===== config.mk =====
export PLATFORM = sky130hd
export DESIGN_NAME = vector_gcd_reduction_core
export DESIGN_NICKNAME = d
export VERILOG_FILES = /design/src/hw/rtl/vgr_pkg.sv /design/src/hw/rtl/vgr_div.sv /design/src/hw/rtl/vgr_dp.sv /design/src/hw/rtl/vgr_ctrl.sv /design/src/hw/rtl/vector_gcd_reduction_core.sv
export SDC_FILE = /design/constraint.sdc
export NUM_CORES = 1
export LEC_CHECK = 0
export ABC_CLOCK_PERIOD_IN_PS = 5500
export CORE_ASPECT_RATIO = 0.8
export CORE_UTILIZATION = 45
export CTS_CLUSTER_SIZE = 40
export DETAILED_ROUTE_END_ITERATION = 10
export DONT_BUFFER_PORTS = 1
export PLACE_DENSITY_LB_ADDON = 0.05
export SKIP_CTS_REPAIR_TIMING = 1
export SLEW_MARGIN = 40
export SYNTH_ARGS = -nofsm -noshare
export SYNTH_HDL_FRONTEND = slang
export SYNTH_SLANG_ARGS = --single-unit

===== constraint.sdc =====
create_clock -name clk_i -period 5.5 [get_ports clk_i]
set_clock_uncertainty 0.1 [all_clocks]
set_input_delay 0 -clock clk_i [delete_from_list [all_inputs] [get_ports clk_i]]
set_output_delay 0 -clock clk_i [all_outputs]
set_load 0.005 [all_outputs]

===== src/hw/rtl/vgr_pkg.sv =====
// ----------------------------------------------------------------------------
// vgr_pkg
// shared types, constants and helpers of the vector gcd reduction core
// ----------------------------------------------------------------------------
package vgr_pkg;

  localparam int unsigned COMP_W = 16;
  localparam int unsigned MAG_W  = COMP_W;
  localparam int unsigned EXT_W  = COMP_W + 1;
  localparam int unsigned CNT_W  = $clog2(MAG_W);

  typedef logic signed [COMP_W-1:0] comp_t;
  typedef logic signed [EXT_W-1:0]  ext_t;
  typedef logic        [MAG_W-1:0]  mag_t;

  typedef enum logic [1:0] {
    COMP_X = 2'd0,
    COMP_Y = 2'd1,
    COMP_Z = 2'd2
  } comp_sel_e;

  typedef enum logic {
    PAIR_XY = 1'b0,
    PAIR_GZ = 1'b1
  } pair_sel_e;

  typedef enum logic {
    DIV_EUCLID = 1'b0,
    DIV_QUOT   = 1'b1
  } div_sel_e;

  typedef struct packed {
    logic      capture;
    logic      load_pair;
    pair_sel_e pair_sel;
    logic      set_g_max;
    logic      div_start;
    div_sel_e  div_sel;
    comp_sel_e comp_sel;
    logic      euclid_step;
    logic      set_g_b;
    logic      store_quot;
    logic      write_out;
  } dp_cmd_t;

  typedef struct packed {
    logic zero_in;
    logic pair_zero;
    logic div_done;
    logic rem_zero;
    logic out_space;
  } dp_status_t;

  function automatic ext_t sext(comp_t v);
    return {v[COMP_W-1], v};
  endfunction

  // magnitude of a widened value, at most 2^(COMP_W-1)
  function automatic mag_t abs_mag(ext_t v);
    ext_t neg;
    neg = -v;
    return v[EXT_W-1] ? neg[MAG_W-1:0] : v[MAG_W-1:0];
  endfunction

endpackage


===== src/hw/rtl/vgr_div.sv =====
// ----------------------------------------------------------------------------
// vgr_div
// radix-2 restoring divider with truncating signed quotient and remainder
// ----------------------------------------------------------------------------
module vgr_div
  import vgr_pkg::*;
(
  input  logic clk_i,
  input  logic rst_ni,
  input  logic start_i,
  input  ext_t dividend_i,
  input  ext_t divisor_i,
  output logic done_o,
  output ext_t quot_o,
  output ext_t rem_o
);

  logic             busy_q, busy_d;
  logic             done_q, done_d;
  logic [CNT_W-1:0] cnt_q, cnt_d;
  mag_t             q_q, q_d;
  mag_t             r_q, r_d;
  mag_t             dvs_q, dvs_d;
  logic             qneg_q, qneg_d;
  logic             rneg_q, rneg_d;
  logic [MAG_W:0]   r_shift;
  logic [MAG_W:0]   r_diff;
  ext_t             q_ext;
  ext_t             r_ext;

  always_comb begin
    r_shift = {r_q, q_q[MAG_W-1]};
    r_diff  = r_shift - {1'b0, dvs_q};
    busy_d  = busy_q;
    done_d  = 1'b0;
    cnt_d   = cnt_q;
    q_d     = q_q;
    r_d     = r_q;
    dvs_d   = dvs_q;
    qneg_d  = qneg_q;
    rneg_d  = rneg_q;
    if (start_i) begin
      q_d    = abs_mag(dividend_i);
      r_d    = '0;
      dvs_d  = abs_mag(divisor_i);
      cnt_d  = CNT_W'(MAG_W - 1);
      busy_d = 1'b1;
      qneg_d = dividend_i[EXT_W-1] ^ divisor_i[EXT_W-1];
      rneg_d = dividend_i[EXT_W-1];
    end else if (busy_q) begin
      if (!r_diff[MAG_W]) begin
        r_d = r_diff[MAG_W-1:0];
        q_d = {q_q[MAG_W-2:0], 1'b1};
      end else begin
        r_d = r_shift[MAG_W-1:0];
        q_d = {q_q[MAG_W-2:0], 1'b0};
      end
      if (cnt_q == '0) begin
        busy_d = 1'b0;
        done_d = 1'b1;
      end else begin
        cnt_d = cnt_q - CNT_W'(1);
      end
    end
  end

  always_ff @(posedge clk_i or negedge rst_ni) begin
    if (!rst_ni) begin
      busy_q <= 1'b0;
      done_q <= 1'b0;
      cnt_q  <= '0;
    end else begin
      busy_q <= busy_d;
      done_q <= done_d;
      cnt_q  <= cnt_d;
    end
  end

  always_ff @(posedge clk_i) begin
    q_q    <= q_d;
    r_q    <= r_d;
    dvs_q  <= dvs_d;
    qneg_q <= qneg_d;
    rneg_q <= rneg_d;
  end

  // remainder takes the dividend sign, quotient the xor of both signs
  assign q_ext  = {1'b0, q_q};
  assign r_ext  = {1'b0, r_q};
  assign quot_o = qneg_q ? -q_ext : q_ext;
  assign rem_o  = rneg_q ? -r_ext : r_ext;
  assign done_o = done_q;

endmodule


===== src/hw/rtl/vgr_dp.sv =====
// ----------------------------------------------------------------------------
// vgr_dp
// operand, gcd and result registers around the shared divider
// ----------------------------------------------------------------------------
module vgr_dp
  import vgr_pkg::*;
(
  input  logic       clk_i,
  input  logic       rst_ni,
  input  dp_cmd_t    cmd_i,
  output dp_status_t status_o,
  input  comp_t      comp_x_i,
  input  comp_t      comp_y_i,
  input  comp_t      comp_z_i,
  output comp_t      red_x_o,
  output comp_t      red_y_o,
  output comp_t      red_z_o,
  output comp_t      divisor_o,
  output logic       zero_vector_o,
  output logic       out_valid_o,
  input  logic       out_ready_i
);

  comp_t x_q, y_q, z_q;
  ext_t  a_q, b_q, g_q;
  comp_t qx_q, qy_q, qz_q;
  comp_t red_x_q, red_y_q, red_z_q, divisor_q;
  logic  zero_q;
  logic  out_valid_q, out_valid_d;
  mag_t  a_mag, b_mag;
  ext_t  div_a, div_b, div_quot, div_rem;
  ext_t  comp_sel_val;
  logic  div_done;
  logic  zero_in;

  assign zero_in = (x_q == '0) && (y_q == '0) && (z_q == '0);
  assign a_mag   = abs_mag(a_q);
  assign b_mag   = abs_mag(b_q);

  always_comb begin
    case (cmd_i.comp_sel)
      COMP_X:  comp_sel_val = sext(x_q);
      COMP_Y:  comp_sel_val = sext(y_q);
      COMP_Z:  comp_sel_val = sext(z_q);
      default: comp_sel_val = sext(z_q);
    endcase
  end

  always_comb begin
    case (cmd_i.div_sel)
      DIV_EUCLID: begin
        div_a = a_q;
        div_b = b_q;
      end
      DIV_QUOT: begin
        div_a = comp_sel_val;
        div_b = g_q;
      end
      default: begin
        div_a = a_q;
        div_b = b_q;
      end
    endcase
  end

  vgr_div u_div (
    .clk_i      (clk_i),
    .rst_ni     (rst_ni),
    .start_i    (cmd_i.div_start),
    .dividend_i (div_a),
    .divisor_i  (div_b),
    .done_o     (div_done),
    .quot_o     (div_quot),
    .rem_o      (div_rem)
  );

  always_ff @(posedge clk_i) begin
    if (cmd_i.capture) begin
      x_q <= comp_x_i;
      y_q <= comp_y_i;
      z_q <= comp_z_i;
    end
    if (cmd_i.load_pair) begin
      case (cmd_i.pair_sel)
        PAIR_XY: begin
          a_q <= sext(x_q);
          b_q <= sext(y_q);
        end
        PAIR_GZ: begin
          a_q <= g_q;
          b_q <= sext(z_q);
        end
        default: begin
          a_q <= sext(x_q);
          b_q <= sext(y_q);
        end
      endcase
    end else if (cmd_i.euclid_step) begin
      a_q <= b_q;
      b_q <= div_rem;
    end
    // zero operand: gcd is the larger magnitude, never negative
    if (cmd_i.set_g_max) begin
      g_q <= (a_mag >= b_mag) ? {1'b0, a_mag} : {1'b0, b_mag};
    end else if (cmd_i.set_g_b) begin
      g_q <= b_q;
    end
    if (cmd_i.store_quot) begin
      case (cmd_i.comp_sel)
        COMP_X:  qx_q <= div_quot[COMP_W-1:0];
        COMP_Y:  qy_q <= div_quot[COMP_W-1:0];
        COMP_Z:  qz_q <= div_quot[COMP_W-1:0];
        default: qz_q <= div_quot[COMP_W-1:0];
      endcase
    end
    if (cmd_i.write_out) begin
      if (zero_in) begin
        red_x_q   <= '0;
        red_y_q   <= '0;
        red_z_q   <= '0;
        divisor_q <= '0;
        zero_q    <= 1'b1;
      end else begin
        red_x_q   <= qx_q;
        red_y_q   <= qy_q;
        red_z_q   <= qz_q;
        divisor_q <= g_q[COMP_W-1:0];
        zero_q    <= 1'b0;
      end
    end
  end

  always_comb begin
    out_valid_d = out_valid_q & ~out_ready_i;
    if (cmd_i.write_out) begin
      out_valid_d = 1'b1;
    end
  end

  always_ff @(posedge clk_i or negedge rst_ni) begin
    if (!rst_ni) begin
      out_valid_q <= 1'b0;
    end else begin
      out_valid_q <= out_valid_d;
    end
  end

  assign status_o.zero_in   = zero_in;
  assign status_o.pair_zero = (a_q == '0) || (b_q == '0);
  assign status_o.div_done  = div_done;
  assign status_o.rem_zero  = (div_rem == '0);
  assign status_o.out_space = ~out_valid_q | out_ready_i;

  assign red_x_o       = red_x_q;
  assign red_y_o       = red_y_q;
  assign red_z_o       = red_z_q;
  assign divisor_o     = divisor_q;
  assign zero_vector_o = zero_q;
  assign out_valid_o   = out_valid_q;

endmodule


===== src/hw/rtl/vgr_ctrl.sv =====
// ----------------------------------------------------------------------------
// vgr_ctrl
// sequencer for the two euclid passes and the three final divisions
// ----------------------------------------------------------------------------
module vgr_ctrl
  import vgr_pkg::*;
(
  input  logic       clk_i,
  input  logic       rst_ni,
  input  logic       in_valid_i,
  output logic       in_ready_o,
  output dp_cmd_t    cmd_o,
  input  dp_status_t status_i
);

  typedef enum logic [6:0] {
    S_IDLE   = 7'b0000001,
    S_CHECK  = 7'b0000010,
    S_PAIR   = 7'b0000100,
    S_MOD    = 7'b0001000,
    S_NEXT   = 7'b0010000,
    S_QSTART = 7'b0100000,
    S_QWAIT  = 7'b1000000
  } state_e;

  // result write is folded into the last division and the zero check
  state_e    state_q, state_d;
  pair_sel_e phase_q, phase_d;
  comp_sel_e idx_q, idx_d;
  logic      wr_pend_q, wr_pend_d;

  always_comb begin
    state_d    = state_q;
    phase_d    = phase_q;
    idx_d      = idx_q;
    wr_pend_d  = wr_pend_q;
    cmd_o      = '0;
    cmd_o.comp_sel = idx_q;
    in_ready_o = 1'b0;

    // a finished result waits here until the output register frees up
    if (wr_pend_q && status_i.out_space) begin
      cmd_o.write_out = 1'b1;
      wr_pend_d       = 1'b0;
    end

    case (state_q)
      S_IDLE: begin
        in_ready_o = ~wr_pend_q;
        if (in_valid_i && !wr_pend_q) begin
          cmd_o.capture = 1'b1;
          state_d       = S_CHECK;
        end
      end
      S_CHECK: begin
        if (status_i.zero_in) begin
          wr_pend_d = 1'b1;
          state_d   = S_IDLE;
        end else begin
          cmd_o.load_pair = 1'b1;
          cmd_o.pair_sel  = PAIR_XY;
          phase_d         = PAIR_XY;
          state_d         = S_PAIR;
        end
      end
      S_PAIR: begin
        if (status_i.pair_zero) begin
          cmd_o.set_g_max = 1'b1;
          state_d         = S_NEXT;
        end else begin
          cmd_o.div_start = 1'b1;
          cmd_o.div_sel   = DIV_EUCLID;
          state_d         = S_MOD;
        end
      end
      S_MOD: begin
        if (status_i.div_done) begin
          if (status_i.rem_zero) begin
            cmd_o.set_g_b = 1'b1;
            state_d       = S_NEXT;
          end else begin
            cmd_o.euclid_step = 1'b1;
            state_d           = S_PAIR;
          end
        end
      end
      S_NEXT: begin
        if (phase_q == PAIR_XY) begin
          cmd_o.load_pair = 1'b1;
          cmd_o.pair_sel  = PAIR_GZ;
          phase_d         = PAIR_GZ;
          state_d         = S_PAIR;
        end else begin
          idx_d   = COMP_X;
          state_d = S_QSTART;
        end
      end
      S_QSTART: begin
        cmd_o.div_start = 1'b1;
        cmd_o.div_sel   = DIV_QUOT;
        state_d         = S_QWAIT;
      end
      S_QWAIT: begin
        cmd_o.div_sel = DIV_QUOT;
        if (status_i.div_done) begin
          cmd_o.store_quot = 1'b1;
          case (idx_q)
            COMP_X: begin
              idx_d   = COMP_Y;
              state_d = S_QSTART;
            end
            COMP_Y: begin
              idx_d   = COMP_Z;
              state_d = S_QSTART;
            end
            default: begin
              wr_pend_d = 1'b1;
              state_d   = S_IDLE;
            end
          endcase
        end
      end
      default: begin
        state_d = S_IDLE;
      end
    endcase
  end

  always_ff @(posedge clk_i or negedge rst_ni) begin
    if (!rst_ni) begin
      state_q   <= S_IDLE;
      phase_q   <= PAIR_XY;
      idx_q     <= COMP_X;
      wr_pend_q <= 1'b0;
    end else begin
      state_q   <= state_d;
      phase_q   <= phase_d;
      idx_q     <= idx_d;
      wr_pend_q <= wr_pend_d;
    end
  end

endmodule


===== src/hw/rtl/vector_gcd_reduction_core.sv =====
// ----------------------------------------------------------------------------
// vector_gcd_reduction_core
// reduces a three-component signed vector by its truncating-euclid gcd
// ----------------------------------------------------------------------------
// One transaction in carries x, y, z; one transaction out carries each
// component divided by g = gcd(gcd(x, y), z), g itself (its sign is what
// euclid with a truncating remainder leaves, so it can be negative) and a
// flag for the all-zero vector, which comes out unchanged with g = 0. Items
// are handled one at a time. All remainders and quotients go through a single
// radix-2 divider that takes one operation at a time, so the time an item
// occupies the block, from its acceptance until the next transaction can be
// taken, grows with the total number of euclid remainder steps of both gcd
// passes and is longest for fibonacci-like inputs; a zero vector skips the
// divider altogether. A new transaction is taken while the previous result
// still waits in the output register.
module vector_gcd_reduction_core
  import vgr_pkg::*;
(
  input  logic  clk_i,
  input  logic  rst_ni,
  input  logic  in_valid_i,
  output logic  in_ready_o,
  input  comp_t comp_x_i,
  input  comp_t comp_y_i,
  input  comp_t comp_z_i,
  output logic  out_valid_o,
  input  logic  out_ready_i,
  output comp_t red_x_o,
  output comp_t red_y_o,
  output comp_t red_z_o,
  output comp_t divisor_o,
  output logic  zero_vector_o
);

  dp_cmd_t    cmd;
  dp_status_t status;

  vgr_ctrl u_ctrl (
    .clk_i      (clk_i),
    .rst_ni     (rst_ni),
    .in_valid_i (in_valid_i),
    .in_ready_o (in_ready_o),
    .cmd_o      (cmd),
    .status_i   (status)
  );

  vgr_dp u_dp (
    .clk_i         (clk_i),
    .rst_ni        (rst_ni),
    .cmd_i         (cmd),
    .status_o      (status),
    .comp_x_i      (comp_x_i),
    .comp_y_i      (comp_y_i),
    .comp_z_i      (comp_z_i),
    .red_x_o       (red_x_o),
    .red_y_o       (red_y_o),
    .red_z_o       (red_z_o),
    .divisor_o     (divisor_o),
    .zero_vector_o (zero_vector_o),
    .out_valid_o   (out_valid_o),
    .out_ready_i   (out_ready_i)
  );

endmodule


==> flow_metrics.py, run 1 <==
metrics = {
    "run_status": {
        "status": "complete, but fails checks",
        "violations": "design-rule violations",
    },
    "synth": {
        "yosys.area.top_type": "edfxtp_1",
        "synthArstFlopShare_pct": 6.43,
        "synth-compound-area-share_pct": 11.7,
        "synth_xor_area_share_pct": 5.78,
        "yosys.area_share.simple_pct": 15.5,
        "synth_top_family_by_area": "simple AND/OR/NAND/NOR gates",
        "synthDistinctLibCells": 69,
        "synth-seq-cells": 280,
        "synth.most_common_cell": "edfxtp_1",
        "synth_mux_area_share_pct": 6.83,
        "ys_seq_area_share_pct": 53.9,
        "syn-num-nets": 1464,
        "synth-edff-count": 246,
        "ys_top_cells_by_count": "edfxtp_1, o21ai_0, nand2_1",
        "ys.warnings.count": 0,
        "ys_top_cells_by_area": "edfxtp_1, mux2i_1, o21ai_0",
        "ys.flop_type": "edfxtp_1",
        "synth.top_cell.area_share_pct": 48.8,
        "netlist_area_sq_um": 15100,
        "synth-adder-area-share_pct": 3.36,
        "avgSynthCellArea_sq_um": 11.0,
        "syn_inst": 1372,
    },
    "global_routing": {
        "grt_max_degree": 67,
        "grtUsageTotal_pct": 24.3,
        "grt_pass1_wl_um": 62900,
        "grt_overflow_total": 0,
        "grt_pass1_vias": 9968,
        "antenna_found_initial": 1,
    },
    "die": {
        "ios": 119,
        "die-height_um": 166,
        "fp-row-count": 59,
        "core_sq_um": 32900,
        "floorplan.initialDensity_pct": 46.1,
        "dieArea_sq_um": 34400,
        "die_w_um": 207,
    },
    "layout": {
        "ff_latch_area_sq_um": 8160,
        "fillerInstances": 2845,
        "multi_input_area_sq_um": 6620,
        "nets": 1553,
        "diodes": 0,
        "area_delta_synth_final_pct": 17.1,
        "layout-drive-gt1-share_pct": 8.69,
    },
    "power": {
        "p_total_mw": 7.64,
        "p_per_area_nw_per_um2": 431,
        "power_leakage_nw": 6.30,
        "pwr-share-seq_pct": 41.7,
        "netSwitchingFraction_pct": 35.7,
        "power_switching_mw": 2.73,
        "pwr-share-comb_pct": 30.3,
        "p_int_mw": 4.92,
        "pwr-share-clk_pct": 28.1,
        "peakVddDrop_uv": 280,
    },
    "sta": {
        "tns_ps": 0,
        "finalHoldViolations": 0,
        "max_slew_margin_pct": 39.0,
        "max_freq_mhz": 210,
        "worst_pin_slew_ps": 912,
        "period_needed_ps": 4760,
        "post-route-period-util_pct": 86.6,
        "rsz0062_at_grt": "no",
        "drv_slew": 0,
        "setup_viol": 0,
    },
    "clocking": {
        "clk_latency_ps": 570,
        "cts_buffers": 30,
        "ctsLongestPathBuffers": 3,
        "clk_pin_slew_worst_paths_ps": 70,
        "cts_root_buf": "clkbuf_16",
        "cts_tree": "built",
        "clkSinkCount": 280,
        "htree_levels": 1,
    },
    "detailed_routing": {
        "vias_per_cell": 5.74,
        "first_pass_iters": 11,
        "via_count": 11000,
        "drtIter0Drc": 1068,
        "antenna_left": 0,
        "wl_per_cell_um": 22.7,
        "route.detailed.drc": 3,
        "wl_um": 43400,
    },
    "worst_setup_path": {
        "critPathMaxStageDelay_ps": 660,
        "cp_data_required_time_ps": 5690,
        "worstSetupEndpointType": "register",
        "cp-start-kind": "register",
        "critPathSlowestCell": "o31ai_4",
        "r2r-start": "u_dp.b_q[2]$_DFFE_PP_",
        "path_cells": "or3_1 > nor3_1 > nand3_1 > o31ai_1 > xor2_1 > ha_1 > nand4_1 > or3_1 > o31ai_4 > buf_4 > a21oi_1 > o21ai_0 > o21ai_0",
        "cp.arrival_ps": 4950,
        "path_class": "register to register",
        "path_max_fanout": 19,
        "critPathLaunch": "u_dp.b_q[2]$_DFFE_PP_",
    },
    "worst_hold_path": {
        "hp-start": "in_valid_i",
        "worstHoldPathType": "input pin to register",
    },
    "place": {
        "port_buffers": 0,
        "dp_hpwl_um": 31100,
        "gp_congestion": 0.937,
    },
    "job": {
        "maxCapViolations": 0,
    },
}
-- sequential cells by signal (all words and copies together), names as in the netlist, 2 cells and up --
| register | flops |
|---|---|
| u_dp.a_q | 17 |
| u_dp.z_q | 16 |
| u_dp.qx_q | 16 |
| u_dp.divisor_o | 16 |
| u_dp.red_z_o | 16 |
| u_dp.b_q | 17 |
| u_dp.qz_q | 16 |
| u_dp.red_y_o | 16 |
| u_dp.red_x_o | 16 |
| u_dp.x_q | 16 |
| u_dp.g_q | 17 |
| u_dp.u_div.q_q | 16 |
| u_dp.u_div.r_q | 16 |
| u_dp.qy_q | 16 |
| u_ctrl.state_q | 7 |
| u_dp.y_q | 16 |
| u_dp.u_div.dvs_q | 16 |
| u_dp.u_div.cnt_q | 4 |
| u_ctrl.idx_q | 2 |
-- logic make-up (layout without fill, tap and decap cells) --
kind of cell | Yosys count | after routing
compound gates | 293 | 293
xor+xnor | 100 | 100
fa+ha+maj | 40 | 40
buf+inv | 111 | 224
flops | 280 | 280
mux | 102 | 102
simple gates | 446 | 446
-- power groups by stage --
stage | combinational, mW | sequential, mW | clock, mW
floorplan | 1.73 | 2.95 | 0
global placement | 2.20 | 3.21 | 0
detailed placement | 2.21 | 3.20 | 0
CTS | 2.23 | 3.16 | 2.17
global route | 2.58 | 3.21 | 2.26
finish | 2.31 | 3.18 | 2.15
-- path summary, 6_finish.rpt --
check | endpoint | slack [ps] | depth (start not counted)
worst max register to register | u_dp.g_q[4]$_DFFE_PP_ | 740 | 13
max in group asynchronous | u_ctrl.idx_q[0]$_DFFE_PN0P_ | 4200 | 2
worst min-delay path | u_dp.x_q[1]$_DFFE_PP_ | 60 | 2
min in group asynchronous | u_dp.u_div.busy_q$_DFF_PN0_ | 480 | 2
worst min register to register | u_dp.out_valid_o$_DFF_PN0_ | 400 | 2
worst max-delay path | u_dp.g_q[4]$_DFFE_PP_ | 740 | 13
-- layer usage --
layer / vias up / global-route usage [%] / routed length (um)
met3: 49 / 6.68 / 3500
met4: 0 / 5.74 / 905
met1: 5327 / 38.7 / 21700
met2: 393 / 32.0 / 17300
li1: 5206 / - / -
met5: - / 0 / 0
-- cell usage in the layout, fill, tap and decap left out, types with 5 or more instances in the layout --
master,n
a211oi_1,6
a21o_1,11
a21oi_1,68
a31oi_1,9
and2_1,5
and3_1,9
buf_4,28
clkbuf_16,31
clkinv_2,8
clkinvlp_4,5
dfrtp_1,16
dfxtp_1,16
dlygate4sd3_1,101
edfxtp_1,246
ha_1,39
inv_1,38
mux2_2,11
mux2i_1,91
nand2_1,124
nand2b_1,21
nand3_1,14
nand3b_1,9
nand4_1,10
nor2_1,65
nor2b_1,82
nor3_1,32
nor3b_1,9
nor4_1,16
o21a_1,7
o21ai_0,131
o31ai_1,22
o41ai_1,6
or2_2,6
or3_1,13
or4_1,8
xnor2_1,62
xor2_1,37
-- critical path: cells and delay by family, from the launching register on --
kind	cells	cell delay, ps
simple gates	5	1540
flops	1	540
buf+inv	1	380
fa+ha+maj	1	340
xor+xnor	1	160
compound gates	5	1430
-- final cells by class --
cell class | count | share of cell area [%]
Clock buffer | 31 | 4.38
Sequential cell | 280 | 46.0
Tap cell | 427 | 3.01
Clock inverter | 25 | 1.48
Inverter | 38 | 0.805
Timing Repair Buffer | 130 | 6.95
Multi-Input combinational cell | 981 | 37.3
-- metrics by stage --
| stage | cells | hold slack (ps) | setup slack (ps) | cell area [sq um] | utilization (%) |
|---|---|---|---|---|---|
| final | 1912 | 60.5 | 736 | 17700 | 54.0 |
| after global routing | 1912 | 74.1 | 359 | 17700 | 54.0 |
| after CTS | 1811 | -1000 | 830 | 16700 | 50.9 |
| after detailed placement | 1755 | -395 | 828 | 15700 | 47.7 |
| after global placement | 1754 | -395 | 963 | 15600 | 47.6 |
| after floorplan | 1372 | -396 | 332 | 15100 | - |
No activity file was read; power rests on OpenSTA's default activity.
==> run 2, diff against run 1 <==
SYNTH_HIERARCHICAL = 1   (was default)
==> flow_metrics.py, run 2 <==
metrics = {
    "global_routing": {
        "grtUsageTotal_pct": 23.5,
        "antenna_found_initial": 3,
        "grt_pass1_vias": 9525,
        "grt_overflow_total": 0,
        "grt_pass1_wl_um": 59900,
        "grt_max_degree": 70,
    },
    "sta": {
        "layout_setup_ws_ps": 1190,
        "finalHoldViolations": 0,
        "setup_viol": 0,
        "period_needed_ps": 4310,
        "max_slew_margin_pct": 41.9,
        "drv_slew": 0,
        "hold-worst-slack_ps": 80.5,
        "tns_ps": 0,
        "max_freq_mhz": 232,
        "worst_pin_slew_ps": 869,
        "post-route-period-util_pct": 78.4,
        "rsz0062_at_grt": "no",
    },
    "detailed_routing": {
        "drtIter0Drc": 971,
        "antenna_left": 0,
        "via_count": 10700,
        "wl_um": 41700,
        "route.detailed.drc": 0,
        "first_pass_iters": 5,
        "wl_per_cell_um": 22.4,
        "vias_per_cell": 5.77,
    },
    "worst_setup_path": {
        "path_max_fanout": 30,
        "worstSetupEndpointType": "register",
        "r2r_setup_slack_ps": 1190,
        "cp-start-kind": "register",
        "cp.arrival_ps": 4530,
        "r2r-start": "u_dp/a_q[4]$_DFFE_PP_",
        "path_class": "register to register",
        "cp_data_required_time_ps": 5720,
        "critPathLaunch": "u_dp/a_q[4]$_DFFE_PP_",
    },
    "place": {
        "dp.cells": 1702,
        "dpl_cell_area_sq_um": 15400,
        "dp_hpwl_um": 28900,
        "dp_slack_ps": 1290,
        "gp_congestion": 0.893,
        "port_buffers": 0,
    },
    "layout": {
        "area_delta_synth_final_pct": 16.2,
        "nets": 1500,
        "final_core_util_pct": 53.4,
        "ff_latch_area_sq_um": 8160,
        "layout-drive-gt1-share_pct": 8.66,
        "fillerInstances": 2821,
        "final_cell_mix": "edfxtp_1, nand2_1, dlygate4sd3_1, nor2_1, a21oi_1",
        "final_common_cell": "edfxtp_1",
        "design_area_sq_um": 17400,
        "instances_no_fill": 1861,
        "reg_top3": "u_dp/a_q x17, u_dp/b_q x17, u_dp/g_q x17",
        "multi_input_area_sq_um": 6380,
    },
    "clocking": {
        "clk_latency_ps": 570,
        "cts_root_buf": "clkbuf_16",
        "cts_tree": "built",
        "clk_pin_slew_worst_paths_ps": 70,
        "clkSinkCount": 280,
        "htree_levels": 1,
        "cts_buffers": 30,
        "ctsLongestPathBuffers": 3,
    },
    "power": {
        "p_per_area_nw_per_um2": 471,
        "power_leakage_nw": 6.06,
        "peakVddDrop_uv": 309,
        "p_total_mw": 8.21,
    },
    "die": {
        "die_w_um": 206,
        "floorplan.initialDensity_pct": 45.9,
        "ios": 119,
        "dieArea_sq_um": 34100,
        "die-height_um": 165,
        "fp-row-count": 59,
        "core_sq_um": 32600,
    },
    "synth": {
        "syn_inst": 1337,
        "netlist_area_sq_um": 15000,
        "avgSynthCellArea_sq_um": 11.2,
        "syn-num-nets": 1429,
        "ys.warnings.count": 6,
    },
    "worst_hold_path": {
        "hp-start": "in_valid_i",
        "worstHoldPathType": "input pin to register",
    },
    "run_status": {
        "status": "complete, no violations",
    },
    "job": {
        "maxCapViolations": 0,
    },
}
-- run 2: metal layers --
| metal | GRT usage [%] | wire length [um] | up-vias |
|---|---|---|---|
| li1 | - | - | 5066 |
| met3 | 5.97 | 3370 | 53 |
| met1 | 37.2 | 20400 | 5238 |
| met2 | 31.5 | 17100 | 386 |
| met5 | 0 | 14 | - |
| met4 | 5.25 | 803 | 2 |
-- run 2: cell type report --
cell class / count / share of cell area, %
clock inverter: 21 / 1.27
multi-input combinational: 931 / 36.6
inverter: 48 / 1.03
sequential: 280 / 46.8
antenna: 2 / 0.0287
tap: 427 / 3.07
timing repair buffer: 117 / 6.61
clock buffer: 35 / 4.54
-- run 2: path summary, 6_finish.rpt --
path | end | depth (start not counted)
worst max-delay path | u_dp/g_q[6]$_DFFE_PP_ | 12
worst min-delay path | u_ctrl/state_q[1]$_DFFE_PN0P_ | 2
worst max register to register | u_dp/g_q[6]$_DFFE_PP_ | 12
worst min register to register | u_dp/red_x_o[12]$_SDFFCE_PP0P_ | 1
max in group asynchronous | u_ctrl/idx_q[0]$_DFFE_PN0P_ | 2
min in group asynchronous | u_ctrl/idx_q[1]$_DFFE_PN0P_ | 2
-- run 2: critical path, stage by stage (launching register included) --
cell,delay [ps]
edfxtp_1,430
nor3_1,370
nand3b_1,210
or4_1,570
o31ai_2,220
xnor2_1,170
ha_1,330
nand4_1,130
nor4_1,320
a31oi_1,180
nand2_2,550
o21ai_0,160
a221o_1,320
-- run 2: where the power goes --
group / switching (mW) / internal, mW
registers: 0.459 / 2.83
clock network: 0.884 / 1.22
logic: 1.74 / 1.07
total: 3.09 / 5.12
